===== config.mk =====
export PLATFORM = sky130hd
export DESIGN_NAME = s512_fifo
export DESIGN_NICKNAME = d
export VERILOG_FILES = /design/src/s512_pkg.sv /design/src/s512_fifo.sv
export SDC_FILE = /design/constraint.sdc
export NUM_CORES = 1
export LEC_CHECK = 0
export BUFFER_PORTS_ARGS = -buffer_cell sky130_fd_sc_hd__buf_2
export CAP_MARGIN = 20
export CORE_MARGIN = 2
export CORE_UTILIZATION = 60
export CTS_CLUSTER_SIZE = 14
export DETAILED_ROUTE_END_ITERATION = 12
export GPL_ROUTABILITY_DRIVEN = 0
export GPL_TIMING_DRIVEN = 0
export PLACE_DENSITY_LB_ADDON = 0.3
export SYNTH_ARGS = -nofsm -noshare
export SYNTH_HDL_FRONTEND = slang
export SYNTH_SLANG_ARGS = --single-unit

===== constraint.sdc =====
create_clock -name clk -period 26.6 [get_ports clk]
set_clock_uncertainty 0.15 [all_clocks]
set_input_delay 5.32 -clock clk [delete_from_list [all_inputs] [get_ports clk]]
set_output_delay 5.32 -clock clk [all_outputs]
set_load 0.01 [all_outputs]

===== src/s512_pkg.sv =====
// shared types, constants and round functions for the sha-512 digest block
package s512_pkg;

  localparam int WordW    = 64;
  localparam int Rounds   = 80;
  localparam int BlkWords = 16;
  localparam int QDepth   = 8;
  localparam int QPtrW    = $clog2(QDepth);

  typedef logic [WordW-1:0] word_t;

  typedef struct packed {
    word_t word;
    logic  fin;
    logic  tl;
  } q_entry_t;

  typedef enum logic [1:0] {
    F_BYTES,
    F_PAD,
    F_ZERO
  } front_state_t;

  typedef enum logic [1:0] {
    B_RND,
    B_ADD,
    B_OUT
  } back_state_t;

  localparam word_t InitHash [8] = '{
    64'h6A09E667F3BCC908, 64'hBB67AE8584CAA73B, 64'h3C6EF372FE94F82B,
    64'hA54FF53A5F1D36F1, 64'h510E527FADE682D1, 64'h9B05688C2B3E6C1F,
    64'h1F83D9ABFB41BD6B, 64'h5BE0CD19137E2179};

  localparam word_t RoundK [Rounds] = '{
    64'h428A2F98D728AE22, 64'h7137449123EF65CD, 64'hB5C0FBCFEC4D3B2F,
    64'hE9B5DBA58189DBBC, 64'h3956C25BF348B538, 64'h59F111F1B605D019,
    64'h923F82A4AF194F9B, 64'hAB1C5ED5DA6D8118, 64'hD807AA98A3030242,
    64'h12835B0145706FBE, 64'h243185BE4EE4B28C, 64'h550C7DC3D5FFB4E2,
    64'h72BE5D74F27B896F, 64'h80DEB1FE3B1696B1, 64'h9BDC06A725C71235,
    64'hC19BF174CF692694, 64'hE49B69C19EF14AD2, 64'hEFBE4786384F25E3,
    64'h0FC19DC68B8CD5B5, 64'h240CA1CC77AC9C65, 64'h2DE92C6F592B0275,
    64'h4A7484AA6EA6E483, 64'h5CB0A9DCBD41FBD4, 64'h76F988DA831153B5,
    64'h983E5152EE66DFAB, 64'hA831C66D2DB43210, 64'hB00327C898FB213F,
    64'hBF597FC7BEEF0EE4, 64'hC6E00BF33DA88FC2, 64'hD5A79147930AA725,
    64'h06CA6351E003826F, 64'h142929670A0E6E70, 64'h27B70A8546D22FFC,
    64'h2E1B21385C26C926, 64'h4D2C6DFC5AC42AED, 64'h53380D139D95B3DF,
    64'h650A73548BAF63DE, 64'h766A0ABB3C77B2A8, 64'h81C2C92E47EDAEE6,
    64'h92722C851482353B, 64'hA2BFE8A14CF10364, 64'hA81A664BBC423001,
    64'hC24B8B70D0F89791, 64'hC76C51A30654BE30, 64'hD192E819D6EF5218,
    64'hD69906245565A910, 64'hF40E35855771202A, 64'h106AA07032BBD1B8,
    64'h19A4C116B8D2D0C8, 64'h1E376C085141AB53, 64'h2748774CDF8EEB99,
    64'h34B0BCB5E19B48A8, 64'h391C0CB3C5C95A63, 64'h4ED8AA4AE3418ACB,
    64'h5B9CCA4F7763E373, 64'h682E6FF3D6B2B8A3, 64'h748F82EE5DEFB2FC,
    64'h78A5636F43172F60, 64'h84C87814A1F0AB72, 64'h8CC702081A6439EC,
    64'h90BEFFFA23631E28, 64'hA4506CEBDE82BDE9, 64'hBEF9A3F7B2C67915,
    64'hC67178F2E372532B, 64'hCA273ECEEA26619C, 64'hD186B8C721C0C207,
    64'hEADA7DD6CDE0EB1E, 64'hF57D4F7FEE6ED178, 64'h06F067AA72176FBA,
    64'h0A637DC5A2C898A6, 64'h113F9804BEF90DAE, 64'h1B710B35131C471B,
    64'h28DB77F523047D84, 64'h32CAAB7B40C72493, 64'h3C9EBE0A15C9BEBC,
    64'h431D67C49C100D4C, 64'h4CC5D4BECB3E42B6, 64'h597F299CFC657E2A,
    64'h5FCB6FAB3AD6FAEC, 64'h6C44198C4A475817};

  function automatic word_t rotr(input word_t x, input int n);
    rotr = (x >> n) | (x << (WordW - n));
  endfunction

  function automatic word_t ssig0(input word_t x);
    ssig0 = rotr(x, 1) ^ rotr(x, 8) ^ (x >> 7);
  endfunction

  function automatic word_t ssig1(input word_t x);
    ssig1 = rotr(x, 19) ^ rotr(x, 61) ^ (x >> 6);
  endfunction

  function automatic word_t bsig0(input word_t x);
    bsig0 = rotr(x, 28) ^ rotr(x, 34) ^ rotr(x, 39);
  endfunction

  function automatic word_t bsig1(input word_t x);
    bsig1 = rotr(x, 14) ^ rotr(x, 18) ^ rotr(x, 41);
  endfunction

endpackage


===== src/s512_fifo.sv =====
// word queue between the packer and the compression engine
module s512_fifo
  import s512_pkg::*;
(
  input  logic     clk,
  input  logic     rst_n,
  input  logic     push,
  input  q_entry_t din,
  output logic     full,
  input  logic     pop,
  output q_entry_t dout,
  output logic     empty
);

  q_entry_t         mem_r [QDepth];
  logic [QPtrW-1:0] wp_r, rp_r;
  logic [QPtrW:0]   cnt_r;

  assign full  = (cnt_r == (QPtrW+1)'(QDepth));
  assign empty = (cnt_r == '0);
  assign dout  = mem_r[rp_r];

  always_ff @(posedge clk) begin
    if (push && !full) mem_r[wp_r] <= din;
  end

  always_ff @(posedge clk) begin
    if (!rst_n) begin
      wp_r  <= '0;
      rp_r  <= '0;
      cnt_r <= '0;
    end else begin
      if (push && !full) wp_r <= wp_r + QPtrW'(1);
      if (pop && !empty) rp_r <= rp_r + QPtrW'(1);
      cnt_r <= cnt_r + (QPtrW+1)'(push && !full) - (QPtrW+1)'(pop && !empty);
    end
  end

endmodule


==> impl_results.md, run 1 <==
* Number of nets produced by synthesis at 920
* Sink Count at between 500 and 600
* Worst-case setup margin in the final layout at 18140 ps
* Final Hold Violating Endpoints at 0
* Slew at the pin closest to its max-slew limit at 964.2 ps
* Clock tree from TritonCTS: done
* Post-synthesis sequential area ratio at 78.61%
* Leakage power summed over all cells at 0.007758 µW
* IR Drop Worst-Case VDD at 63.00 µV
* Per-cell routed wire length at 24.39 µm
* Total Routed Length at 38240 µm
* Clock slew at reported path FFs at 60 ps
* Headroom to the max-slew limit at 35.18%
* Reg area at approximately 16000 µm²
* Leading cell type in the layout, fill and taps excluded: sky130_fd_sc_hd__edfxtp_1
* Launching element type of the critical path: flop
* Synthesized instance count at 842
* Min Clock Period, post-route at 8457 ps
* Vias per std cell at 5.980
* Buffer depth of the longest clock path at 3
* CP endpoint kind: primary output
* Horizontal extent of the die at 188.8 µm
* Unrepaired setup endpoints after global routing: false
* Arrival time worst endpoint at 2990 ps
* Combined area of the multi-input logic cells at 4184 µm²
* First-pass GRT wire length at 58130 µm
* DR vias at 9377
* HPWL Detailed at 24420 µm
* Post-synth top area cell: sky130_fd_sc_hd__edfxtp_1
* Core region area at around 34000 µm²
* Ratio of cells with drive above 1 in the final layout at a little over two fifths
* Height of the die at roughly 190 µm
* Count of yosys warnings during synthesis at 0
* Final net count at 1159
* Critical path class: flop to primary output
* Commonest cells after routing, fill and taps aside: sky130_fd_sc_hd__edfxtp_1 (528), sky130_fd_sc_hd__buf_2 (150), sky130_fd_sc_hd__mux4_2 (132)
* Antenna violations before repair at 4
* Number of distinct standard cells referenced by the synthesized netlist at 28
* Clock network latency to the later pin of the worst-skew pair at 540 ps
* Biggest area contributors in the synthesized netlist: sky130_fd_sc_hd__edfxtp_1 (77%), sky130_fd_sc_hd__mux4_2 (15%), sky130_fd_sc_hd__mux2_2 (3.6%)
* 1st-iter DRT viols at 850
* Number of I/O port buffers at ~140
* Number of rows created at floorplan at 67
* Required @ worst endpoint at between 20000 and 25000 ps
* Max Fclk at about 0.12 GHz
* Maximum fanout encountered on the critical timing path at 10
* Maximum number of pins on one net before global-route repair at 27
* Setup Total Neg Slack at 0 ps
* Number of maximum-capacitance constraint violations at 0
* Worst hold path class: flop to flop
* All-Layer GR Usage at 22.10%
* R2R setup slack at 23620 ps
* Post-synthesis instance area at 20500 µm²
* Worst R2R Path Depth at 8
* Reg-to-Reg End: mem_r[0][36]
* Synth Area per Inst at around 24 µm²
* Initial Utilization at about three fifths
* Max-slew violation count at 0
* Number of buffers inserted for hold repair after clock tree synthesis at 0
* Number of storage elements in the synthesis netlist at 541
* DRC Markers at 0
* Total of cells resized after clock tree synthesis at 0
* Total I/O pin count at 138
* Post-CTS Setup Bufs at 0
* Setup violators final at 0
* Number of buffers inserted during clock tree synthesis at 51
* Cell chosen for the clock root: sky130_fd_sc_hd__clkbuf_16
* Fraction of post-synthesis cell area in the top cell type by area at between 70 and 80%
* FF-to-FF Start: cnt_r[2]
* Remaining global-route overflow at 0
* Initial DRT Pass Iterations at 5
* Post-Place Setup Slack at roughly 19000 ps
* Final critical-path share of the clock period at 31.79%
* Die ar. at 35660 µm²
* PwrDens at 86.54 nW/µm²
* # H-tree levels at 2
* Area added between synthesis and finish at 16.70%
* ANT nets after route at 0
* Outcome: finished, final reports clean
* Capture point of the worst path: dout[20]
* Layout fillers at 1970
* Vias in the first global route at 9794
[metal layers]
layer | track usage (%) | share of wire (%) | routed length, µm | vias to the layer above
met5 | 0 | 0.060 | 23 | -
met4 | 5.619 | 2.0 | 755 | 4
met3 | 4.023 | 6.4 | 2431 | 57
met2 | 35.44 | 49 | 18820 | 347
met1 | 32.32 | 42 | 16210 | 4897
li1 | - | - | - | 4072
[registers in the layout, summed over array words and instances (netlist names), named ones only]
name	flops
rp_r	3
cnt_r	4
mem_r	528
wp_r	3
[worst min-delay path by stage]
stage          cells after the start      end  slack, ps  startpoint
3_5_place_dp                       2  rp_r[1]        360     rp_r[1]
6_report                           2  rp_r[1]        380     rp_r[1]
3_3_place_gp                       2  rp_r[1]        320     rp_r[1]
2_1_floorplan                      2     flop        310     rp_r[1]
4_1_cts                            2  rp_r[1]        370     rp_r[1]
5_1_grt                            2  rp_r[1]        410     rp_r[1]
[layout make-up]
type	instances	share of cell area, %
sequential	541	67.36
multi-input combinational	257	17.49
clock buffer	68	5.821
timing repair buffer	186	5.319
tap	448	2.343
buffer	39	0.9623
clock inverter	21	0.5910
inverter	5	0.07845
antenna	3	0.03138
[cells in the mapped netlist (all sizes together)]
| library cell | number |
|---|---|
| o21ai | 2 |
| fa | 1 |
| nor4 | 1 |
| mux4 | 132 |
| clkbuf | 16 |
| a21oi | 1 |
| edfxtp | 528 |
| nand3 | 1 |
| a21boi | 3 |
| nor2b | 2 |
| dfxtp | 13 |
| nor2 | 3 |
| or3 | 2 |
| or3b | 1 |
| ha | 7 |
| nand2 | 12 |
| buf | 23 |
| inv | 5 |
| a21o | 1 |
| mux2i | 7 |
| nand2b | 5 |
| mux2 | 66 |
| and2 | 3 |
| nor3 | 4 |
| xnor2 | 2 |
| nor3b | 1 |
[report_power, final]
part	leakage [µW]	switching, µW	internal, µW
Sequential	0.00490	13.7	991
Clock	0.000754	284	384
Combinational	0.00211	199	199
Total	0.00776	497	1570
[metrics by stage]
step / total power, µW / utilization (%) / cells / instance area (µm²) / hold WS [ps]
floorplan: 1283 / - / 842 / 20500 / 310.3
global placement: 1418 / 64.69 / 1427 / 21750 / 319.2
detailed placement: 1425 / 66.58 / 1476 / 22380 / 362.2
CTS: 2090 / 71.14 / 1565 / 23920 / 373.8
global route: 2147 / 71.15 / 1566 / 23920 / 408.7
finish: 2070 / 71.17 / 1568 / 23920 / 377.8
[worst max-delay path: stages (launching register included)]
cell and delay (ps):
sky130_fd_sc_hd__dfxtp_1 300, sky130_fd_sc_hd__clkbuf_1 310, sky130_fd_sc_hd__clkbuf_1 580, sky130_fd_sc_hd__buf_2 420
sky130_fd_sc_hd__mux4_2 360, sky130_fd_sc_hd__mux2_2 320, sky130_fd_sc_hd__buf_2 150
[cells by family after synthesis]
| family | count (synthesis) | synth area share [%] |
|---|---|---|
| buffers and inverters | 44 | 1.215 |
| adders and majority gates | 8 | 0.5249 |
| and+or+nand+nor | 35 | 0.8728 |
| AOI/OAI and AO/OA | 7 | 0.2197 |
| DFF | 541 | 78.61 |
| xor gates and xnor gates | 2 | 0.08546 |
| muxes | 205 | 18.47 |
(Power assumes the default switching activity.)
==> run 2, diff against run 1 <==
- ABC_AREA: default -> 1
- CORE_UTILIZATION: 60 -> 55
- clock period: 26.6 -> 7.2 ns (I/O delays scaled with it)
==> impl_results.md, run 2 <==
* Outcome: finished, final reports clean
* Total Routed Length at 55500 µm (+45%)
* HPWL Detailed at 35980 µm (+47%)
* Clock network latency to the later pin of the worst-skew pair at 600 ps (+60 ps)
* Initial DRT Pass Iterations at 5 (unchanged)
* Synth Area per Inst at 9.895 µm² (-59%)
* All-Layer GR Usage at 25.36% (+3.3 points)
* Sink Count at 541 (unchanged)
* Arrival time worst endpoint at 2500 ps (-490 ps)
* Leakage power summed over all cells at 0.01270 µW (+64%)
* Final Hold Violating Endpoints at 0 (unchanged)
* Placement-stage cell area at 25500 µm² (+14%)
* Worst hold path class: flop to flop
* Per-cell routed wire length at 17.43 µm (-29%)
* 1st-iter DRT viols at 1469 (+73%)
* # H-tree levels at 2 (unchanged)
* Number of buffers inserted during clock tree synthesis at 54 (+5.9%)
* Count of flip-flops with a built-in enable after synthesis at 528 (unchanged)
* Max Fclk at 0.2447 GHz
* CP endpoint kind: primary output
* Maximum number of pins on one net before global-route repair at 26 (-3.7%)
* Number of maximum-capacitance constraint violations at 0 (unchanged)
* Die ar. at 44540 µm² (+25%)
* Vias in the first global route at 16163 (+65%)
* Number of rows created at floorplan at 75 (+12%)
* Antenna violations before repair at 12 (+8)
* Setup Total Neg Slack at 0 ps (unchanged)
* Combined area of the multi-input logic cells at 4979 µm² (+19%)
* Post-CTS Setup Bufs at 0 (unchanged)
* Core region area at 42130 µm² (+25%)
* Number of I/O port buffers at 136 (-0.73%)
* Number of distinct standard cells referenced by the synthesized netlist at 18 (-36%)
* Top Registers: mem_r: 528 flops, cnt_r: 4 flops
* Height of the die at 211.1 µm (+12%)
* Required @ worst endpoint at 5610 ps (-15520 ps)
* Headroom to the max-slew limit at 39.12% (+3.9 points)
* DRC Markers at 0 (unchanged)
* Synthesized instance count at 2383 (+180%)
* Setup violators final at 0 (unchanged)
* Horizontal extent of the die at 211.1 µm (+12%)
* IR Drop Worst-Case VDD at 242.7 µV (+290%)
* Unrepaired setup endpoints after global routing: false
* Remaining global-route overflow at 0 (unchanged)
* Initial Utilization at 55.96% (-5.0 points)
* Cell chosen for the clock root: sky130_fd_sc_hd__clkbuf_16
* ANT nets after route at 0 (unchanged)
* Max-slew violation count at 0 (unchanged)
* Commonest cells after routing, fill and taps aside: sky130_fd_sc_hd__nand2_1 (881), sky130_fd_sc_hd__inv_1 (545), sky130_fd_sc_hd__edfxtp_1 (528)
* First-pass GRT wire length at 85590 µm (+47%)
* Vias per std cell at 5.087 (-15%)
* Launching element type of the critical path: flop
* Number of buffers inserted for hold repair after clock tree synthesis at 0 (unchanged)
* Total I/O pin count at 138 (unchanged)
* Buffer depth of the longest clock path at 3 (unchanged)
* Share of flip-flops with an asynchronous set or reset at 0% (unchanged)
* Min Clock Period, post-route at 4087 ps
* Post-synth top area cell: sky130_fd_sc_hd__edfxtp_1
* Cell area after layout at 27280 µm² (+14%)
* Maximum fanout encountered on the critical timing path at 10 (unchanged)
* Power, Total at 9020 µW (+340%)
* Ratio of cells with drive above 1 in the final layout at 12.65% (-30 points)
* Number of storage elements in the synthesis netlist at 541 (unchanged)
* Fraction of post-synthesis cell area in the top cell type by area at 67.24% (-10 points)
* PwrDens at 330.7 nW/µm² (+280%)
* Worst-case setup margin in the final layout at 3113 ps (-15030 ps)
* Commonest cells in the synthesized netlist: sky130_fd_sc_hd__nand2_1 (881), sky130_fd_sc_hd__inv_1 (545), sky130_fd_sc_hd__edfxtp_1 (528)
* Max reg flops at 528 (unchanged)
* Biggest area contributors in the synthesized netlist: sky130_fd_sc_hd__edfxtp_1 (67%), sky130_fd_sc_hd__nand2_1 (14%), sky130_fd_sc_hd__inv_1 (8.7%)
* Worst hold slack after final layout at 375.8 ps (-2.027 ps)
* Layout fillers at 3105 (+58%)
* Commonest register cell after synthesis: sky130_fd_sc_hd__edfxtp_1
* Clock slew at reported path FFs at 60 ps (about the same)
* Total of cells resized after clock tree synthesis at 0 (unchanged)
* Area added between synthesis and finish at 15.69%
* Leading cell type in the layout, fill and taps excluded: sky130_fd_sc_hd__nand2_1
* Post-Place Setup Slack at 3060 ps (-15630 ps)
* Final net count at 2674 (+130%)
* Count of yosys warnings during synthesis at 0 (unchanged)
* Clock tree from TritonCTS: done
* DR vias at 16201 (+73%)
* Number of nets produced by synthesis at 2461 (+170%)
* Register with the highest flop count: mem_r
* Post-synthesis sequential area ratio at 68.34% (-10 points)
* Reg area at 16120 µm² (unchanged)
* Final critical-path share of the clock period at 56.76%
* Critical path class: flop to primary output
* Most frequent cell after synthesis: sky130_fd_sc_hd__nand2_1
* Slew at the pin closest to its max-slew limit at 911.1 ps (-53.12 ps)
* Post-synthesis instance area at 23580 µm² (+15%)
-- run 2: changes by cell type after synthesis, sizes merged, moves of 3 or more --
cell,previous run,this run
nand3,1,269
nor3,4,0
inv,5,547
mux2i,7,0
nand2,12,881
and2,3,0
nor2,3,26
nand2b,5,0
buf,23,94
clkbuf,16,8
mux2,66,0
mux4,132,0
-- run 2: metrics by stage --
step                      instances  utilization (%)
after floorplan                2383                -
after global placement         3058            59.18
after detailed placement       3079            60.52
after CTS                      3180            64.71
after global routing           3183            64.73
final                          3185            64.74
-- run 2: power breakdown --
group          total, µW  switching, µW  internal, µW  leakage, µW
clock network       2780           1180          1610     0.000860
logic               2510           1720           793      0.00694
registers           3720           50.6          3670      0.00490
total               9020           2950          6070       0.0127
-- run 2: kinds of logic after synthesis --
group / count (synthesis) / synth area share [%]
buffers and inverters: 649 / 10.80
and+or+nand+nor: 1179 / 20.24
AOI/OAI and AO/OA: 5 / 0.1273
xor gates and xnor gates: 1 / 0.03715
adders and majority gates: 8 / 0.4563
DFF: 541 / 68.34
-- run 2: metal layers --
| layer | vias up | global-route usage [%] | wire length (µm) |
|---|---|---|---|
| li1 | 7835 | - | - |
| met1 | 7573 | 33.64 | 22740 |
| met2 | 638 | 41.81 | 26430 |
| met3 | 141 | 4.921 | 4624 |
| met4 | 14 | 9.495 | 1633 |
| met5 | - | 0 | 80 |
-- run 2: area by class of cell --
| cell class | count | share of cell area, % |
|---|---|---|
| clock buffers | 67 | 5.288 |
| repair buffers | 157 | 4.339 |
| plain buffers | 102 | 1.807 |
| inverters | 547 | 7.527 |
| well taps | 539 | 2.472 |
| multi-input cells | 1193 | 18.25 |
| clock inverters | 34 | 1.193 |
| flip-flops and latches | 541 | 59.08 |
| diodes | 5 | 0.04587 |
-- run 2: final timing paths --
check        startpoint  depth (start not counted)  slack, ps      endpoint
max reg2reg    cnt_r[2]                          8       4070  mem_r[2][40]
min             rp_r[2]                          2        380       rp_r[2]
max                flop                          8       3110       dout[7]
min reg2reg     rp_r[2]                          2        380       rp_r[2]
-- run 2: worst max-delay path, stage by stage, from the launching register on --
cell and delay, ps:
sky130_fd_sc_hd__dfxtp_1 300, sky130_fd_sc_hd__buf_2 260, sky130_fd_sc_hd__buf_2 370, sky130_fd_sc_hd__buf_2 380, sky130_fd_sc_hd__nand3_1 130, sky130_fd_sc_hd__nand2_1 110, sky130_fd_sc_hd__nand2_1 70, sky130_fd_sc_hd__nand2_1 120
sky130_fd_sc_hd__buf_2 140
==> run 3, diff against run 2 <==
- ABC_AREA: 1 -> 0
- CORE_UTILIZATION: 55 -> 54
- clock period: 7.2 -> 3.6 ns (I/O delays scaled with it)
==> impl_results.md, run 3 (same netlist as run 1, synthesis figures left out) <==
* PwrDens at 648.2 nW/µm² (+96%)
* Final critical-path share of the clock period at 97.50%
* Slew at the pin closest to its max-slew limit at 888.2 ps (-22.86 ps)
* Antenna violations before repair at 4 (-8)
* Launch point of the worst hold path: din[36]
* Maximum fanout encountered on the critical timing path at 10 (unchanged)
* First-pass GRT wire length at 60240 µm (-30%)
* Number of buffers inserted during clock tree synthesis at 53 (-1.9%)
* Reg area at 16120 µm² (about the same)
* Total I/O pin count at 138 (unchanged)
* Clock network latency to the later pin of the worst-skew pair at 570 ps (-30 ps)
* FF-to-FF Start: cnt_r[2]
* Buffer depth of the longest clock path at 3 (unchanged)
* Commonest cells after routing, fill and taps aside: sky130_fd_sc_hd__edfxtp_1 (528), sky130_fd_sc_hd__buf_2 (147), sky130_fd_sc_hd__mux4_2 (132)
* Cell chosen for the clock root: sky130_fd_sc_hd__clkbuf_16
* Layout fillers at 2493 (-20%)
* Combined area of the multi-input logic cells at 4218 µm² (-15%)
* Number of maximum-capacitance constraint violations at 0 (unchanged)
* Maximum number of pins on one net before global-route repair at 27 (+3.8%)
* Outcome: finished, final reports clean
* Initial DRT Pass Iterations at 5 (unchanged)
* Worst-case setup margin in the final layout at 90.05 ps (-3023 ps)
* 1st-iter DRT viols at 856 (-42%)
* Total Routed Length at 40230 µm (-28%)
* Layout Cells excl Fill at 1623 (-49%)
* Core Util, Final at 64.95% (+0.21 points)
* Min Clock Period, post-route at ~3500 ps
* Headroom to the max-slew limit at 40.59% (+1.5 points)
* DR vias at 9344 (-42%)
* Post-Place Setup Slack at 175.4 ps (-2884 ps)
* Vias per std cell at 5.757 (+13%)
* IR Drop Worst-Case VDD at 330.4 µV (+36%)
* Final Hold Violating Endpoints at 0 (unchanged)
* DRC Markers at 0 (unchanged)
* Number of cells in the design after placement at 1525 (-50%)
* Per-cell routed wire length at 24.78 µm (+42%)
* Required @ worst endpoint at 2730 ps (-2880 ps)
* Max-slew violation count at 0 (unchanged)
* Worst hold slack after final layout at 266.0 ps (-109.8 ps)
* Capture point of the worst path: dout[15]
* Number of I/O port buffers at 137 (+0.74%)
* Height of the die at 198.8 µm (-5.8%)
* Final net count at 1145 (-57%)
* Worst R2R Path Depth at 8 (unchanged)
* Reg-to-Reg End: mem_r[2][35]
* Die ar. at 39540 µm² (-11%)
* Setup violators final at 0 (unchanged)
* # H-tree levels at 2 (unchanged)
* Area added between synthesis and finish at 18.77%
* Register with the highest flop count: mem_r
* Power, Total at 15780 µW (+75%)
* Clock tree from TritonCTS: done
* Vias in the first global route at 9704 (-40%)
* Launching element type of the critical path: flop
* Clock slew at reported path FFs at 60 ps (about the same)
* Number of rows created at floorplan at 71 (-5.3%)
* Horizontal extent of the die at 198.8 µm (-5.8%)
* Max reg flops at 528 (unchanged)
* Arrival time worst endpoint at 2640 ps (+140 ps)
* Ratio of cells with drive above 1 in the final layout at 42.79% (+30 points)
* Core region area at 37490 µm² (-11%)
* CP endpoint kind: primary output
* R2R setup slack at 630 ps (-3440 ps)
* Sink Count at 541 (unchanged)
* ANT nets after route at 0 (unchanged)
* Leading cell type in the layout, fill and taps excluded: sky130_fd_sc_hd__edfxtp_1
* HPWL Detailed at 25630 µm (-29%)
* Remaining global-route overflow at 0 (unchanged)
* Worst hold path class: input pin to flop
* Max Fclk at ~0.28 GHz
* Critical path class: flop to primary output
* Unrepaired setup endpoints after global routing: true
* Leakage power summed over all cells at 0.007841 µW (-38%)
* Initial Utilization at 54.68% (-1.3 points)
* Top Registers: mem_r: 528 flops, cnt_r: 4 flops
* All-Layer GR Usage at 21.06% (-4.3 points)
run 3: what timing repair did:
item,in CTS,in global routing
hold endpoints to repair,0,0
resized for setup,7,2
buffers inserted,0,0
hold buffers,0,0
endpoints found under the setup margin,66,5
run 3: area by class of cell:
class	instances	share of cell area, %
Sequential cell	541	66.19
Multi-Input combinational cell	257	17.32
Timing Repair Buffer	172	5.858
Clock buffer	65	5.807
Tap cell	511	2.626
Clock inverter	33	1.125
Buffer	37	0.9712
Inverter	5	0.07708
Antenna cell	2	0.02055
run 3: power by group:
part,switching (µW),internal [µW]
combinational,1500,1500
sequential,115,7320
clock,2210,3130
total,3820,12000
run 3: layer usage:
metal,up-vias,global-route usage (%),wire length [µm]
met5,-,0,22
met3,54,4.018,2171
met4,4,4.726,577
met2,247,33.72,19660
met1,4996,30.66,17790
li1,4043,-,-
run 3: worst max-delay path, cell delays in order (launching register included):
cell and delay (ps):
sky130_fd_sc_hd__dfxtp_1 570, sky130_fd_sc_hd__clkbuf_4 340, sky130_fd_sc_hd__buf_2 350, sky130_fd_sc_hd__mux4_2 350, sky130_fd_sc_hd__mux2_2 320, sky130_fd_sc_hd__buf_2 150
run 3: how the worst min path moves through the flow:
stage	slack (ps)	end	cells after the start
detailed placement	340	flop	2
global route	260	mem_r[1][39]	1
CTS	240	mem_r[2][58]	1
finish	270	mem_r[4][36]	1
global placement	320	rp_r[1]	2
floorplan	310	flop	2
run 3: stage by stage:
step	setup TNS, ps	cell area [µm²]
after CTS	0	24340
after detailed placement	0	22650
after global placement	-1789120	21860
after floorplan	-301720	20530
after global routing	0	24350
final	0	24350
