<file path="src/s512_pkg.sv">
// shared types, constants and round functions for the sha-512 digest block
package s512_pkg;

  localparam int WordW    = 64;
  localparam int Rounds   = 80;
  localparam int BlkWords = 16;
  localparam int QDepth   = 8;
  localparam int QPtrW    = $clog2(QDepth);

  typedef logic [WordW-1:0] word_t;

  typedef struct packed {
    word_t word;
    logic  fin;
    logic  tl;
  } q_entry_t;

  typedef enum logic [1:0] {
    F_BYTES,
    F_PAD,
    F_ZERO
  } front_state_t;

  typedef enum logic [1:0] {
    B_RND,
    B_ADD,
    B_OUT
  } back_state_t;

  localparam word_t InitHash [8] = '{
    64'h6A09E667F3BCC908, 64'hBB67AE8584CAA73B, 64'h3C6EF372FE94F82B,
    64'hA54FF53A5F1D36F1, 64'h510E527FADE682D1, 64'h9B05688C2B3E6C1F,
    64'h1F83D9ABFB41BD6B, 64'h5BE0CD19137E2179};

  localparam word_t RoundK [Rounds] = '{
    64'h428A2F98D728AE22, 64'h7137449123EF65CD, 64'hB5C0FBCFEC4D3B2F,
    64'hE9B5DBA58189DBBC, 64'h3956C25BF348B538, 64'h59F111F1B605D019,
    64'h923F82A4AF194F9B, 64'hAB1C5ED5DA6D8118, 64'hD807AA98A3030242,
    64'h12835B0145706FBE, 64'h243185BE4EE4B28C, 64'h550C7DC3D5FFB4E2,
    64'h72BE5D74F27B896F, 64'h80DEB1FE3B1696B1, 64'h9BDC06A725C71235,
    64'hC19BF174CF692694, 64'hE49B69C19EF14AD2, 64'hEFBE4786384F25E3,
    64'h0FC19DC68B8CD5B5, 64'h240CA1CC77AC9C65, 64'h2DE92C6F592B0275,
    64'h4A7484AA6EA6E483, 64'h5CB0A9DCBD41FBD4, 64'h76F988DA831153B5,
    64'h983E5152EE66DFAB, 64'hA831C66D2DB43210, 64'hB00327C898FB213F,
    64'hBF597FC7BEEF0EE4, 64'hC6E00BF33DA88FC2, 64'hD5A79147930AA725,
    64'h06CA6351E003826F, 64'h142929670A0E6E70, 64'h27B70A8546D22FFC,
    64'h2E1B21385C26C926, 64'h4D2C6DFC5AC42AED, 64'h53380D139D95B3DF,
    64'h650A73548BAF63DE, 64'h766A0ABB3C77B2A8, 64'h81C2C92E47EDAEE6,
    64'h92722C851482353B, 64'hA2BFE8A14CF10364, 64'hA81A664BBC423001,
    64'hC24B8B70D0F89791, 64'hC76C51A30654BE30, 64'hD192E819D6EF5218,
    64'hD69906245565A910, 64'hF40E35855771202A, 64'h106AA07032BBD1B8,
    64'h19A4C116B8D2D0C8, 64'h1E376C085141AB53, 64'h2748774CDF8EEB99,
    64'h34B0BCB5E19B48A8, 64'h391C0CB3C5C95A63, 64'h4ED8AA4AE3418ACB,
    64'h5B9CCA4F7763E373, 64'h682E6FF3D6B2B8A3, 64'h748F82EE5DEFB2FC,
    64'h78A5636F43172F60, 64'h84C87814A1F0AB72, 64'h8CC702081A6439EC,
    64'h90BEFFFA23631E28, 64'hA4506CEBDE82BDE9, 64'hBEF9A3F7B2C67915,
    64'hC67178F2E372532B, 64'hCA273ECEEA26619C, 64'hD186B8C721C0C207,
    64'hEADA7DD6CDE0EB1E, 64'hF57D4F7FEE6ED178, 64'h06F067AA72176FBA,
    64'h0A637DC5A2C898A6, 64'h113F9804BEF90DAE, 64'h1B710B35131C471B,
    64'h28DB77F523047D84, 64'h32CAAB7B40C72493, 64'h3C9EBE0A15C9BEBC,
    64'h431D67C49C100D4C, 64'h4CC5D4BECB3E42B6, 64'h597F299CFC657E2A,
    64'h5FCB6FAB3AD6FAEC, 64'h6C44198C4A475817};

  function automatic word_t rotr(input word_t x, input int n);
    rotr = (x >> n) | (x << (WordW - n));
  endfunction

  function automatic word_t ssig0(input word_t x);
    ssig0 = rotr(x, 1) ^ rotr(x, 8) ^ (x >> 7);
  endfunction

  function automatic word_t ssig1(input word_t x);
    ssig1 = rotr(x, 19) ^ rotr(x, 61) ^ (x >> 6);
  endfunction

  function automatic word_t bsig0(input word_t x);
    bsig0 = rotr(x, 28) ^ rotr(x, 34) ^ rotr(x, 39);
  endfunction

  function automatic word_t bsig1(input word_t x);
    bsig1 = rotr(x, 14) ^ rotr(x, 18) ^ rotr(x, 41);
  endfunction

endpackage

</file>
<file path="src/s512_front.sv">
// byte packer, bit counter and padding sequencer feeding the word queue
module s512_front
  import s512_pkg::*;
(
  input  logic       clk,
  input  logic       rst_n,
  input  logic       in_valid,
  output logic       in_stall,
  input  logic [7:0] in_data_byte,
  input  logic       in_byte_present,
  input  logic       in_last,
  input  logic       q_full,
  output logic       q_push,
  output q_entry_t   q_din
);

  front_state_t state_r, state_nxt;
  word_t        acc_r, acc_nxt;
  logic [2:0]   bpos_r, bpos_nxt;
  logic [3:0]   wi_r, wi_nxt;
  word_t        bits_r, bits_nxt;
  logic         wrap_r, wrap_nxt;
  logic         lenok_r, lenok_nxt;
  logic         acc_take;
  logic [64:0]  bits_sum;
  logic [6:0]   sh_acc;
  logic [5:0]   sh_mark;
  word_t        pad_word;
  word_t        byte_word;
  logic         is_fin;

  assign acc_take  = in_valid && !in_stall;
  assign bits_sum  = {1'b0, bits_r} + 65'd8;
  assign sh_acc    = 7'd64 - {1'b0, bpos_r, 3'b000};
  assign sh_mark   = {~bpos_r, 3'b000};
  assign pad_word  = (acc_r << sh_acc) | (word_t'(8'h80) << sh_mark);
  assign byte_word = {acc_r[55:0], in_data_byte};
  assign is_fin    = lenok_r && (wi_r == 4'd15);

  always_comb begin
    state_nxt = state_r;
    unique case (state_r)
      F_BYTES: if (acc_take && in_last) state_nxt = F_PAD;
      F_PAD:   if (!q_full) state_nxt = F_ZERO;
      F_ZERO:  if (!q_full && is_fin) state_nxt = F_BYTES;
      default: state_nxt = F_BYTES;
    endcase
  end

  always_comb begin
    in_stall  = q_full || (state_r != F_BYTES);
    q_push    = 1'b0;
    q_din     = '{word: byte_word, fin: 1'b0, tl: wrap_r};
    acc_nxt   = acc_r;
    bpos_nxt  = bpos_r;
    wi_nxt    = wi_r;
    bits_nxt  = bits_r;
    wrap_nxt  = wrap_r;
    lenok_nxt = lenok_r;
    unique case (state_r)
      F_BYTES: begin
        if (acc_take && in_byte_present) begin
          acc_nxt  = byte_word;
          bpos_nxt = bpos_r + 3'd1;
          bits_nxt = bits_sum[63:0];
          wrap_nxt = wrap_r | bits_sum[64];
          if (bpos_r == 3'd7) begin
            q_push = 1'b1;
            wi_nxt = wi_r + 4'd1;
          end
        end
      end
      F_PAD: begin
        q_din.word = pad_word;
        if (!q_full) begin
          q_push    = 1'b1;
          wi_nxt    = wi_r + 4'd1;
          bpos_nxt  = 3'd0;
          lenok_nxt = (wi_r != 4'd14);
        end
      end
      F_ZERO: begin
        q_din.word = is_fin ? bits_r : '0;
        q_din.fin  = is_fin;
        if (!q_full) begin
          q_push = 1'b1;
          wi_nxt = wi_r + 4'd1;
          if (wi_r == 4'd15) lenok_nxt = 1'b1;
          if (is_fin) begin
            bits_nxt = '0;
            wrap_nxt = 1'b0;
          end
        end
      end
      default: ;
    endcase
  end

  always_ff @(posedge clk) begin
    if (!rst_n) begin
      state_r <= F_BYTES;
      bpos_r  <= '0;
      wi_r    <= '0;
      bits_r  <= '0;
      wrap_r  <= 1'b0;
      lenok_r <= 1'b0;
    end else begin
      state_r <= state_nxt;
      bpos_r  <= bpos_nxt;
      wi_r    <= wi_nxt;
      bits_r  <= bits_nxt;
      wrap_r  <= wrap_nxt;
      lenok_r <= lenok_nxt;
    end
  end

  always_ff @(posedge clk) begin
    acc_r <= acc_nxt;
  end

endmodule

</file>
<file path="config.mk">
export PLATFORM = sky130hd
export DESIGN_NAME = s512_front
export DESIGN_NICKNAME = d
export VERILOG_FILES = /design/src/s512_pkg.sv /design/src/s512_front.sv
export SDC_FILE = /design/constraint.sdc
export NUM_CORES = 1
export LEC_CHECK = 0
export BUFFER_PORTS_ARGS = -buffer_cell sky130_fd_sc_hd__buf_2
export CORE_MARGIN = 1.5
export CORE_UTILIZATION = 45
export CTS_CLUSTER_DIAMETER = 30
export DETAILED_ROUTE_END_ITERATION = 10
export MAX_ROUTING_LAYER = met4
export SETUP_SLACK_MARGIN = 0.2
export SYNTH_ARGS = -nofsm -noshare
export SYNTH_HDL_FRONTEND = slang
export SYNTH_SLANG_ARGS = --single-unit
</file>
<file path="constraint.sdc">
create_clock -name clk -period 5 [get_ports clk]
set_input_delay 0.25 -clock clk [delete_from_list [all_inputs] [get_ports clk]]
set_output_delay 0.25 -clock clk [all_outputs]
set_load 0.01 [all_outputs]
</file>
==> impl_summary.md, run 1 <==
Clock tree
The clock passes through at most 2 buffers. The post-CTS setup buffer count is 0. The count of instances resized after the clock tree is built is 0. The CTS tree is yes. For the worst-skew pair, the clock arrives at the later sink with an insertion delay of 0.43 ns. The number of hold buffers added after cts is 0. The root buffer cell chosen for the clock tree is clkbuf_16. The count of H-tree levels built during CTS is 4. In this run, CTS created clock tree buffers numbering 17. The clock input transition at the sequential cells of the worst setup and hold paths is 0.06 ns. Clock tree synthesis found a total of 136 sinks.

Timing
The final critical-path share of the clock period is 0.764. The worst max-slew margin expressed relative to the limit is 0.303. For the final routed database, the setup TNS stands at 0 ns. The final setup violation count is 0. For the pin with the worst max-slew slack, the measured transition is 1.05 ns. For the finished layout, the period the worst path requires is 3.82 ns. The hold violation total from the final report was 0. The maximum clock frequency is 262 MHz. Setup repair after global routing left no endpoint under its margin.

The count of final max-slew check failures came to 0. On the final layout, the worst clock skew is 0.00781 ns.

Synth
For this run, the register share of the synthesized area comes to 0.391. Counting flops with a built-in enable in the synthesized netlist gives 64. Synthesis handed over a netlist of 997 instances.

The number of warnings issued by yosys is 0. For this run, asynchronously set or reset flops after synthesis account for 0. Averaged over all synthesized cells, the footprint is 8.63 um2. The synthesis-stage register bit count is 136. For this run, the leading register cell type out of synthesis is dfxtp_1. The cell area after synthesis is 8600 um2. The netlist uses 58 different library cells.

Counting every net in the synthesized netlist gives 1027.

Placement
Port buffering added 81 buffers. The final RePlAce weighted congestion is 0.919. The half-perimeter wire length of the detailed placement result is 19600 um.

The placed instance area is 9140 um2.

Setup path
The worst setup path is launched from a register. The arrival time at the worst endpoint is 3.57 ns. Measured in cells, the most critical reg-to-reg path has a length of 5. The endpoint identified for the worst register-to-register timing path is bits_r[47]$_SDFFE_PN0P_. For the worst setup path, the data required time is 4.75 ns. Of all nets on the critical path, the largest fanout is 74. The critical path is of the reg -> out type.

In this run the register-to-register setup slack is 1.89 ns. The most critical setup path has its startpoint at bpos_r[0]$_SDFFE_PN0P_. The endpoint kind of the worst setup timing path is a primary output. The worst register-to-register path begins at bits_r[13]$_SDFFE_PN0P_.

The capture point of the worst path is q_din[57].

Die
The vertical die dimension is 141 um. Pin placement for this block handled 82 I/O pins. The floorplan die area is 20000 um2. The total area inside the core boundary comes to 18700 um2. The width of the die is 141 um.

The starting utilization of the core area is 0.460. The number of cell rows is 50.

Detailed routing
After the first detailed-routing iteration, the DRC count stood at 823. The number of iterations in the first detailed-routing pass is 6. The count of nets left with antenna violations once routing finished came out at 0.

The wire length after detailed routing is 27900 um. Dividing the detail-routed via count by the number of cells gives 6.48. After detailed routing, the number of remaining DRC violations is 0. The detailed router placed 8298 vias in this run. After detailed routing, the average wire length per cell comes to 21.8 um.

Pwr
The share of total power dissipated in sequential elements is 0.285. In this run the power density over the cells is 457 nW/um2. In this run the static leakage power is 3.16 nW.

The internal power is 2.84 mW. The worst supply voltage drop on vdd is 0.346 mV. In this run the power spent charging and discharging nets is 1.65 mW. Of the total power, the share spent switching nets is 0.367.

The part of the power in the clock network is 0.333. The fraction of power consumed by combinational cells is 0.383.

GRT
The first global-routing pass estimated 43300 um of wire. Across every metal layer, demand over resource in global routing totals 0.291. Entering global routing, the biggest net connects 106 pins. The global routing met3 resource utilization is 0.0540. In the global route stage, met1 resource usage came out at 0.396.

The number of antenna violations at the first check in global routing is 1. The number of global-route vias before repair is 7423. The fraction of met2 tracks used by global routing is 0.435. The layer carrying the most global-route usage is met2. The total overflow left after global routing is 0.

Layout
Compared with the post-synthesis result, the final layout area differs by 14.2%. After routing the design area is 9820 um2. In the final layout, the share of cells above drive strength 1 is 0.148.

The final net count is 1063.

Job
The tool flagged a number of max-cap violations equal to 0.

Run status
The run finished with clean final reports.

Hold path
The source of the worst hold timing path is in_data_byte[7]. The kind of path behind the tightest hold check is in -> reg.
-- power by group through the flow --
stage | clock, mW | combinational, mW | sequential [mW]
after floorplan | 0 | 1.12 | 1.28
after detailed placement | 0 | 1.70 | 1.30
after global routing | 1.55 | 1.88 | 1.29
after CTS | 1.50 | 1.71 | 1.28
final | 1.49 | 1.72 | 1.28
after global placement | 0 | 1.70 | 1.30
-- cell type report --
| type | instances | area [um2] |
|---|---|---|
| inverters | 21 | 78.8 |
| multi-input cells | 764 | 4910 |
| fillers | 1747 | 8880 |
| diodes | 1 | 2.50 |
| clock buffers | 18 | 429 |
| well taps | 234 | 293 |
| flip-flops and latches | 136 | 3360 |
| repair buffers | 93 | 495 |
| clock inverters | 14 | 251 |
-- per-stage QoR --
stage	power [mW]	hold slack, ns	worst slack [ns]	instances	util
floorplan	2.40	0.349	0.643	997	-
global placement	3.01	0.440	1.71	1248	0.489
detailed placement	3.01	0.439	1.63	1248	0.489
CTS	4.49	0.000185	1.18	1280	0.525
global route	4.72	0.00256	0.912	1281	0.525
finish	4.49	0.0108	1.18	1281	0.525
-- per-layer routing --
metal	wire length, um	part of all wire	vias to the layer above
li1	-	-	3920
met4	758	0.027	0
met5	0	0	-
met3	2270	0.081	34
met1	12400	0.44	3958
met2	12500	0.45	386
-- synthesized netlist by cell type (5+ instances only) --
cell / n / area (um2)
a211oi_1: 24 / 180
mux2i_1: 36 / 360
nand3_1: 43 / 215
and2_1: 6 / 37.5
xor2_1: 7 / 61.3
clkbuf_1: 67 / 251
inv_1: 20 / 75.1
nor2b_1: 14 / 87.6
or3_1: 8 / 50.1
and4_1: 7 / 61.3
nand2_1: 88 / 330
dfxtp_1: 72 / 1440
nor3_1: 15 / 75.1
a22oi_1: 22 / 165
a221oi_1: 16 / 140
nor4_1: 8 / 50.1
mux2_2: 14 / 158
and3_1: 14 / 87.6
edfxtp_1: 64 / 1920
or4_1: 35 / 263
buf_1: 6 / 22.5
a21boi_0: 5 / 37.5
a21o_1: 6 / 45.0
mux4_2: 8 / 180
a21oi_1: 93 / 465
nand4b_1: 5 / 43.8
o211ai_1: 5 / 37.5
a31oi_1: 12 / 75.1
a222oi_1: 6 / 60.1
nor2_1: 100 / 375
o31ai_1: 27 / 203
ha_1: 16 / 200
nand4_1: 32 / 200
o21ai_0: 45 / 225
o41ai_1: 7 / 61.3
-- registers in the layout, summed over array words and instances, names as in the netlist --
signal and count:
acc_r 64, bpos_r 3, wrap_r 1, wi_r 4, state_r 2, lenok_r 1, bits_r 61
-- placed cells by master (no fill, tap or decap), drive strengths merged, types with 18 or more instances in the layout --
master / instances
a21oi: 93
a22oi: 22
nand2: 88
edfxtp: 64
nand3: 43
o31ai: 27
o21ai: 45
dfxtp: 72
inv: 21
nand4: 33
a211oi: 24
buf: 93
or4: 35
mux2i: 36
clkbuf: 18
nor2: 100
-- worst min-delay path by stage --
stage,endpoint,slack (ns),cells after the start
2_1_floorplan,acc_r[0]$_DFFE_PP_,0.35,0
3_3_place_gp,acc_r[7]$_DFFE_PP_,0.44,1
3_5_place_dp,acc_r[7]$_DFFE_PP_,0.44,1
4_1_cts,acc_r[7]$_DFFE_PP_,0.0002,1
5_1_grt,acc_r[0]$_DFFE_PP_,0.003,1
6_report,acc_r[7]$_DFFE_PP_,0.01,1
-- cells by family after synthesis --
group / count (synthesis) / share of synthesized area
buf+inv: 97 / 0.0431
simple gates: 390 / 0.232
flops: 136 / 0.391
fa+ha+maj: 16 / 0.0233
mux: 58 / 0.0812
compound gates: 290 / 0.219
xor+xnor: 10 / 0.0102
-- worst max-delay path: stages, from the launching register on --
cell and delay [ns]:
dfxtp_2 0.39, clkinv_1 0.30, ha_4 0.62, nor2b_1 0.78
o2bb2ai_1 0.20, o221ai_1 0.13, and4_1 0.24, a311oi_1 0.30
buf_2 0.19
Note: power is estimated with default switching activity, not from simulation.
==> run 2, diff against run 1 <==
ABC_AREA = 1   (was not set)
clock period = 3.83 ns   (was 5 ns; I/O delays follow)
==> impl_summary.md, run 2 <==
Synth
The mean area per synthesized cell is 6.70 um2 (-22%). The count of unique library cells instantiated by Yosys is 47 (-19%). Summed over all instances, the cell type with the most area after synthesis is edfxtp_1. The most common cell in the synthesized netlist is nand2_1. The synthesized netlist cell count came to 1369 (+37%). After synthesis, the cell types taking the most area are edfxtp_1, dfxtp_1, nand2_1, nor2_1, o21ai_0. The fraction of registers with async set or reset after synthesis came to 0 (unchanged). In the synthesized netlist, the cells that appear most often are nand2_1, nor2_1, inv_1.

The net count after synthesis is 1399 (+36%). The proportion of netlist area held by the largest area contributor came to 0.210 (-0.0138). In the synthesized netlist the dominant register cell turns out to be dfxtp_1. The synthesis-stage register bit count is 136 (unchanged). The share of the yosys chip area belonging to registers was 0.367 (-0.0241).

The cell area after synthesis came to 9170 um2 (+6.6%). The number of synthesized flops with an enable pin is 64 (unchanged). The number of warnings issued by yosys is 0 (unchanged).

Detailed routing
The via count was 9506 (+15%). The number of iterations in the first detailed-routing pass was 5 (-1). The per-cell via count in the routed design is 5.56 (-14%). The number of design rule violations left after detail routing is 0 (unchanged).

The count of nets left with antenna violations after detail routing is 0 (unchanged). The detailed-route wire length per cell is 18.5 um (-15%). The number of design-rule violations left by the first detailed-router iteration came to 1078 (+31%).

The wire length after detailed routing is 31700 um (+13%).

Layout
The combined area of the multi-input logic cells is 4920 um2 (+0.20%). The number of diodes is 0 (-1). The finished layout cell area is 10400 um2 (+5.9%). From synthesis to final layout, the design area changed by 13.5%.

The number of flip-flops in the largest register is 64 (unchanged). The final net count was 1458 (+37%). The final-layout fill cell count came to 2041 (+17%). The layout cell share with drive strength beyond 1 was 0.119 (-0.0295). The largest registers in the layout are acc_r x64, bits_r x61, wi_r x4.

The area taken by flip-flops and latches is 3360 um2 (unchanged). The filler-free cell count of the finished design is 1711 (+34%). Counting flops per register, the top entry is acc_r. Leaving out fill and tap cells, the most frequent cells in the layout are nand2_1, nor2_1, inv_1. The share of the core filled with cells was 0.518 (-0.00754). The library cell used most frequently in the layout, excluding fill and tap cells, is nand2_1.

Timing
The final critical-path share of the clock period is 0.882. The hold violation total from the final report is 0 (unchanged). The final period demand of the worst path is 3.38 ns. The post-route worst setup slack is 0.451 ns (-0.728 ns). The summed negative setup slack over all endpoints is 0 ns (unchanged).

The worst max-slew margin expressed relative to the limit is 0.337 (+0.0345). The maximum clock frequency is 296 MHz. Setup repair after global routing left no endpoint under its margin. The smallest hold slack is 0.119 ns (+0.108 ns).

The final setup violation count came to 0 (unchanged). The count of final max-slew check failures is 0 (unchanged). The maximum clock skew at final layout is 0.00792 ns (+0.000112 ns). The measured slew at the worst slew-check pin is 0.994 ns (-0.0518 ns).

Setup path
The combined buffer and inverter count along the critical path is 3 (+1). The gate family responsible for the most delay along the worst path is buffers and inverters. The category of the most critical setup path is reg -> out.

The critical-path cell with the highest stage delay is inv_2. The capture instance of the worst register-to-register path is bits_r[20]$_SDFFE_PN0P_. The arrival time at the worst endpoint is 3.19 ns (-0.38 ns). The reg-to-reg startpoint is state_r[0]$_SDFFE_PN0P_.

The endpoint kind of the worst setup timing path is a primary output. The reg-to-reg setup timing slack came to 0.98 ns (-0.91 ns). The worst setup path is launched from a register.

The worst stage delay on the critical path is 0.71 ns (-0.07 ns). The depth of the most critical reg-to-reg path was 9 (+4). The data required time at the worst endpoint is 3.64 ns (-1.11 ns). Walking the worst path, the cells encountered are inv_1 > ha_1 > inv_2 > nand3_1 > a21oi_1 > o21ai_0 > a31oi_1 > buf_2. The highest fanout seen on the critical path was 55 (-26%).

GRT
The fraction of met2 tracks used by global routing is 0.444 (+0.00908). The largest net degree at the start of global routing is 78 (-26%). The aggregate global routing overflow is 0 (unchanged). The met1 usage in global routing is 0.439 (+0.0431).

The number of antenna violations at the first check in global routing came to 0 (-1). The wire length of the first global-routing pass was 49100 um (+13%). The layer carrying the most global-route usage is met2. The global routing met3 resource utilization is 0.0577 (+0.00368). The global-route total usage across every layer was 0.310 (+0.0190). The number of global-route vias before repair was 8496 (+14%).

Clock tree
The clock input transition at the sequential cells of the worst setup and hold paths is 0.06 ns (about the same). The post-CTS setup buffer count came to 0 (unchanged). The count of H-tree levels built during CTS is 4 (unchanged). The maximum clock insertion buffer count is 2 (unchanged). The root buffer cell chosen for the clock tree is clkbuf_16.

The number of clock buffers inserted by TritonCTS is 17 (unchanged). The total clock sinks was 136 (unchanged). TritonCTS built the clock tree.

The clock latency reported for the late side of the worst-skew pair is 0.43 ns (about the same).

Placement
The count of port buffers added during placement is 81 (unchanged). The number of placed instances with taps included is 1671 (+34%). The placed instance area is 9720 um2 (+6.3%). The final RePlAce weighted congestion is 0.953 (+3.7%). The half-perimeter wire length of the detailed placement result is 23300 um (+19%). The worst setup timing slack at the placement stage came to 0.987 ns (-0.645 ns).

Pwr
The overall power after layout is 7.51 mW (+67%). The worst supply voltage drop on vdd is 0.660 mV (+91%). The leakage power summed over all cells came to 4.13 nW (+31%). The power density relative to cell area came to 722 nW/um2 (+58%).

Die
The starting utilization of the core area is 0.456 (-0.00387). The number of cell rows came to 52 (+4.0%). The vertical die dimension was 146 um (+3.2%). The I/O pin count is 82 (unchanged). The total core area was 20100 um2 (+7.5%). The floorplan die area is 21200 um2 (+6.4%). The width of the die was 146 um (+3.2%).

Hold path
The worst hold path endpoint is wi_r[3]$_SDFFE_PN0P_. The tightest min-delay check is of the in -> reg type. The worst hold path depth is 3 (+2). The source of the worst hold timing path is rst_n.

Job
The total of max-cap violations came to 0 (unchanged).

Run status
The run finished with clean final reports.
run 2: worst min-delay path: cells and delay by family:
family,cells,cell delay (ns)
AO/OA/AOI/OAI,2,0.13
buffers and inverters,1,0.17
run 2: layout make-up:
class	instances	area share
repair buffers	102	0.0560
well taps	270	0.0325
flip-flops and latches	136	0.323
inverters	158	0.0570
multi-input cells	1013	0.473
clock buffers	17	0.0409
clock inverters	15	0.0177
run 2: worst max path at each step:
| stage | from | endpoint | slack (ns) | depth (start not counted) |
|---|---|---|---|---|
| 6_report | bpos_r[1]$_SDFFE_PN0P_ | q_din[40] | 0.45 | 8 |
| 5_1_grt | bpos_r[1]$_SDFFE_PN0P_ | q_din[40] | 0.38 | 8 |
| 4_1_cts | bpos_r[1]$_SDFFE_PN0P_ | q_din[40] | 0.54 | 8 |
| 3_5_place_dp | bpos_r[1]$_SDFFE_PN0P_ | q_din[40] | 0.99 | 8 |
| 3_3_place_gp | bpos_r[1]$_SDFFE_PN0P_ | q_din[40] | 0.97 | 8 |
| 2_1_floorplan | state_r[0]$_SDFFE_PN0P_ | wi_r[2]$_SDFFE_PN0P_ | 0.93 | 10 |
run 2: logic make-up (layout without fill, tap and decap cells):
logic type | count (synthesis) | in the layout | synth area share
flip-flops | 136 | 136 | 0.367
AO/OA/AOI/OAI | 263 | 263 | 0.170
adder cells (fa/ha/maj) | 16 | 16 | 0.0218
buffers and inverters | 220 | 292 | 0.0969
AND/OR/NAND/NOR | 734 | 734 | 0.344
run 2: timing repair:
item / in CTS / in global routing
resized for setup: 0 / 0
endpoints found under the hold margin: 8 / 0
hold buffers: 8 / 0
setup endpoints to repair: 0 / 0
run 2: per-layer routing:
metal  routed length, um  up-vias  share of wire
met5                   0        -              0
met2               13500      442           0.43
met4                 826        0          0.026
li1                    -     4655              -
met1               14500     4354           0.46
met3                2830       55          0.089
run 2: power by group:
group / internal [mW] / switching, mW
Combinational: 1.24 / 2.84
Clock: 1.08 / 0.657
Sequential: 1.63 / 0.0670
==> run 3, diff against run 2 <==
==> constraint.sdc (replaced) <==
create_clock -name clk -period 3.83 [get_ports clk]
set_input_delay 0.383 -clock clk [delete_from_list [all_inputs] [get_ports clk]]
set_output_delay 0.383 -clock clk [all_outputs]
set_load 0.01 [all_outputs]
==> impl_summary.md, run 3 (same netlist as run 2, synthesis figures left out) <==
Layout
The share of the core filled with cells is 0.514 (-0.00373). The number of diodes is 0 (unchanged). The number of flip-flops in the largest register came to 64 (unchanged). The final net count came to 1452 (-0.41%). The finished layout cell area is 10300 um2 (-0.72%).

acc_r holds more flip-flops than any other register. The library cells used most frequently in the layout, excluding fill and tap cells, are nand2_1, nor2_1, inv_1. In the final layout, the registers with the most flip-flops are acc_r x64, bits_r x61, wi_r x4. The layout cell share with drive strength beyond 1 was 0.121 (+0.00189). The most common library cell in the layout ignoring fill and taps is nand2_1. The filler-free cell count of the finished design came to 1705 (-0.35%).

The final-layout fill cell count is 2060 (+0.93%). The area added between synthesis and finish is 12.7%.

GRT
The aggregate global routing overflow is 0 (unchanged). The global-route total usage across every layer is 0.313 (+0.00255). The largest net degree at the start of global routing is 78 (unchanged). The number of global-route vias before repair is 8664 (+2.0%). The number of antenna violations at the first check in global routing is 0 (unchanged). The wire length of the first global-routing pass is 49700 um (+1.2%).

Detailed routing
The count of nets left with antenna violations after detail routing is 0 (unchanged). The number of iterations in the first detailed-routing pass is 6 (+1). The detailed-route wire length per cell was 18.6 um (+0.64%). The via count was 9484 (-0.23%). The per-cell via count in the routed design was 5.56 (+0.12%).

The number of design-rule violations left by the first detailed-router iteration is 1046 (-3.0%). The number of design rule violations left after detail routing is 0 (unchanged). The wire length after detailed routing is 31800 um (+0.28%).

Clock tree
The clock input transition at the sequential cells of the worst setup and hold paths is 0.07 ns (about the same). The number of clock buffers inserted by TritonCTS is 17 (unchanged). The buffer cell driving the clock tree root is clkbuf_16. The total clock sinks is 136 (unchanged). The maximum clock insertion buffer count is 2 (unchanged). The count of H-tree levels built during CTS is 4 (unchanged). The clock latency reported for the late side of the worst-skew pair is 0.43 ns (about the same). The CTS tree is yes.

The post-CTS setup buffer count was 0 (unchanged).

Run status
The flow ran to the end, and the final reports show no timing, DRC or antenna violations.

Placement
The count of port buffers added during placement is 81 (unchanged). The number of placed instances with taps included is 1673 (+0.12%). The half-perimeter wire length of the detailed placement result came to 23600 um (+1.1%). The final RePlAce weighted congestion is 0.943 (-1.0%). The placed instance area was 9740 um2 (+0.28%).

Hold path
The source of the worst hold timing path is in_data_byte[1]. The worst hold path belongs to the class in -> reg.

Setup path
The category of the most critical setup path is reg -> out. STA classifies the critical path endpoint as a primary output. The highest fanout seen on the critical path is 14 (-75%).

The launching element of the worst setup path is bpos_r[1]$_SDFFE_PN0P_. The type of element launching the critical path is a register. In this run the critical register-to-register path is launched from state_r[0]$_SDFFE_PN0P_. Traced cell by cell, the critical path runs through inv_1 > ha_1 > ha_1 > inv_1 > nor2_4 > clkinv_2 > o21ai_0 > o22ai_1 > o21ai_0 > buf_2. The data required time at the worst endpoint is 3.45 ns (-0.19 ns).

The arrival time at the worst endpoint is 3.10 ns (-0.09 ns). The critical-path cell with the highest stage delay is ha_1. The worst stage delay on the critical path came to 0.52 ns (-0.19 ns).

Timing
The final setup violation count is 0 (unchanged). The final critical-path share of the clock period is 0.911 (+0.0283). The smallest hold slack is 0.146 ns (+0.0269 ns). The final period demand of the worst path is 3.49 ns (+0.109 ns). The maximum clock skew at final layout is 0.00908 ns (+0.00116 ns).

The worst max-slew margin expressed relative to the limit is 0.470 (+0.133). The summed negative setup slack over all endpoints came to 0 ns (unchanged). The count of final max-slew check failures is 0 (unchanged). The hold violation total from the final report came to 0 (unchanged). The maximum clock frequency is 287 MHz (-3.1%).

Setup repair after global routing left no endpoint under its margin. The measured slew at the worst slew-check pin is 0.793 ns (-0.201 ns).

Pwr
The worst supply voltage drop on vdd is 0.449 mV (-32%). The leakage power summed over all cells is 4.10 nW (-0.62%). The power density relative to cell area came to 722 nW/um2 (about the same).

Die
The width of the die was 146 um (unchanged). The total core area came to 20100 um2 (unchanged). The vertical die dimension is 146 um (unchanged).

The starting utilization of the core area is 0.456 (unchanged). The number of cell rows is 52 (unchanged). The I/O pin count is 82 (unchanged).

The floorplan die area is 21200 um2 (unchanged).

Job
The total of max-cap violations is 0 (unchanged).
==> run 3: cell types whose count changed in the layout (fill, tap and decap cells not counted) <==
| cell | before | now |
|---|---|---|
| buf_4 | 13 | 14 |
| clkinv_1 | 6 | 5 |
| buf_12 | 0 | 1 |
| clkinvlp_4 | 2 | 0 |
| clkinv_4 | 2 | 3 |
| clkinv_2 | 4 | 5 |
| bufinv_16 | 4 | 3 |
| dlygate4sd3_1 | 8 | 0 |
| inv_6 | 0 | 1 |
| clkbuf_1 | 0 | 1 |
==> run 3: worst paths after layout <==
kind	to	slack [ns]	cells after the start
max	q_din[39]	0.34	10
min	acc_r[1]$_DFFE_PP_	0.15	1
max reg2reg	bits_r[46]$_SDFFE_PN0P_	1.23	10
min reg2reg	acc_r[57]$_DFFE_PP_	0.45	0
==> run 3: per-stage QoR <==
stage	setup WS, ns	total power [mW]
floorplan	0.865	4.53
global placement	0.651	5.75
detailed placement	0.628	5.74
CTS	0.392	7.43
global route	0.209	7.94
finish	0.342	7.46
==> run 3: cell type report <==
cell class | instances | area [um2] | area share
multi-input combinational | 1013 | 4920 | 0.476
sequential | 136 | 3360 | 0.326
inverter | 158 | 594 | 0.0575
timing repair buffer | 96 | 531 | 0.0514
clock buffer | 18 | 429 | 0.0415
tap | 270 | 338 | 0.0327
clock inverter | 14 | 156 | 0.0151
==> run 3: timing repair <==
item,CTS,global route
hold buffers,0,0
endpoints found under the setup margin,3,0
gates resized for setup,1,0
==> run 3: power by group <==
group          internal, mW  switching [mW]  leakage, nW
Combinational          1.25            2.83         2.65
Clock                  1.02           0.670        0.290
Sequential             1.63          0.0670         1.16
==> run 3: metal layers <==
layer  routed length, um  track usage  vias up
met4                 652       0.0883        0
met1               14600        0.447     4383
met5                   0            -        -
li1                    -            -     4655
met3                2540       0.0470       39
met2               13900        0.459      407
==> run 3: critical path, delay by kind of cell, from the launching register on <==
kind | cells | cell delay [ns]
and+or+nand+nor | 1 | 0.40
adders and majority gates | 2 | 0.73
buffers and inverters | 4 | 0.76
AOI/OAI and AO/OA | 3 | 0.42
DFF | 1 | 0.35
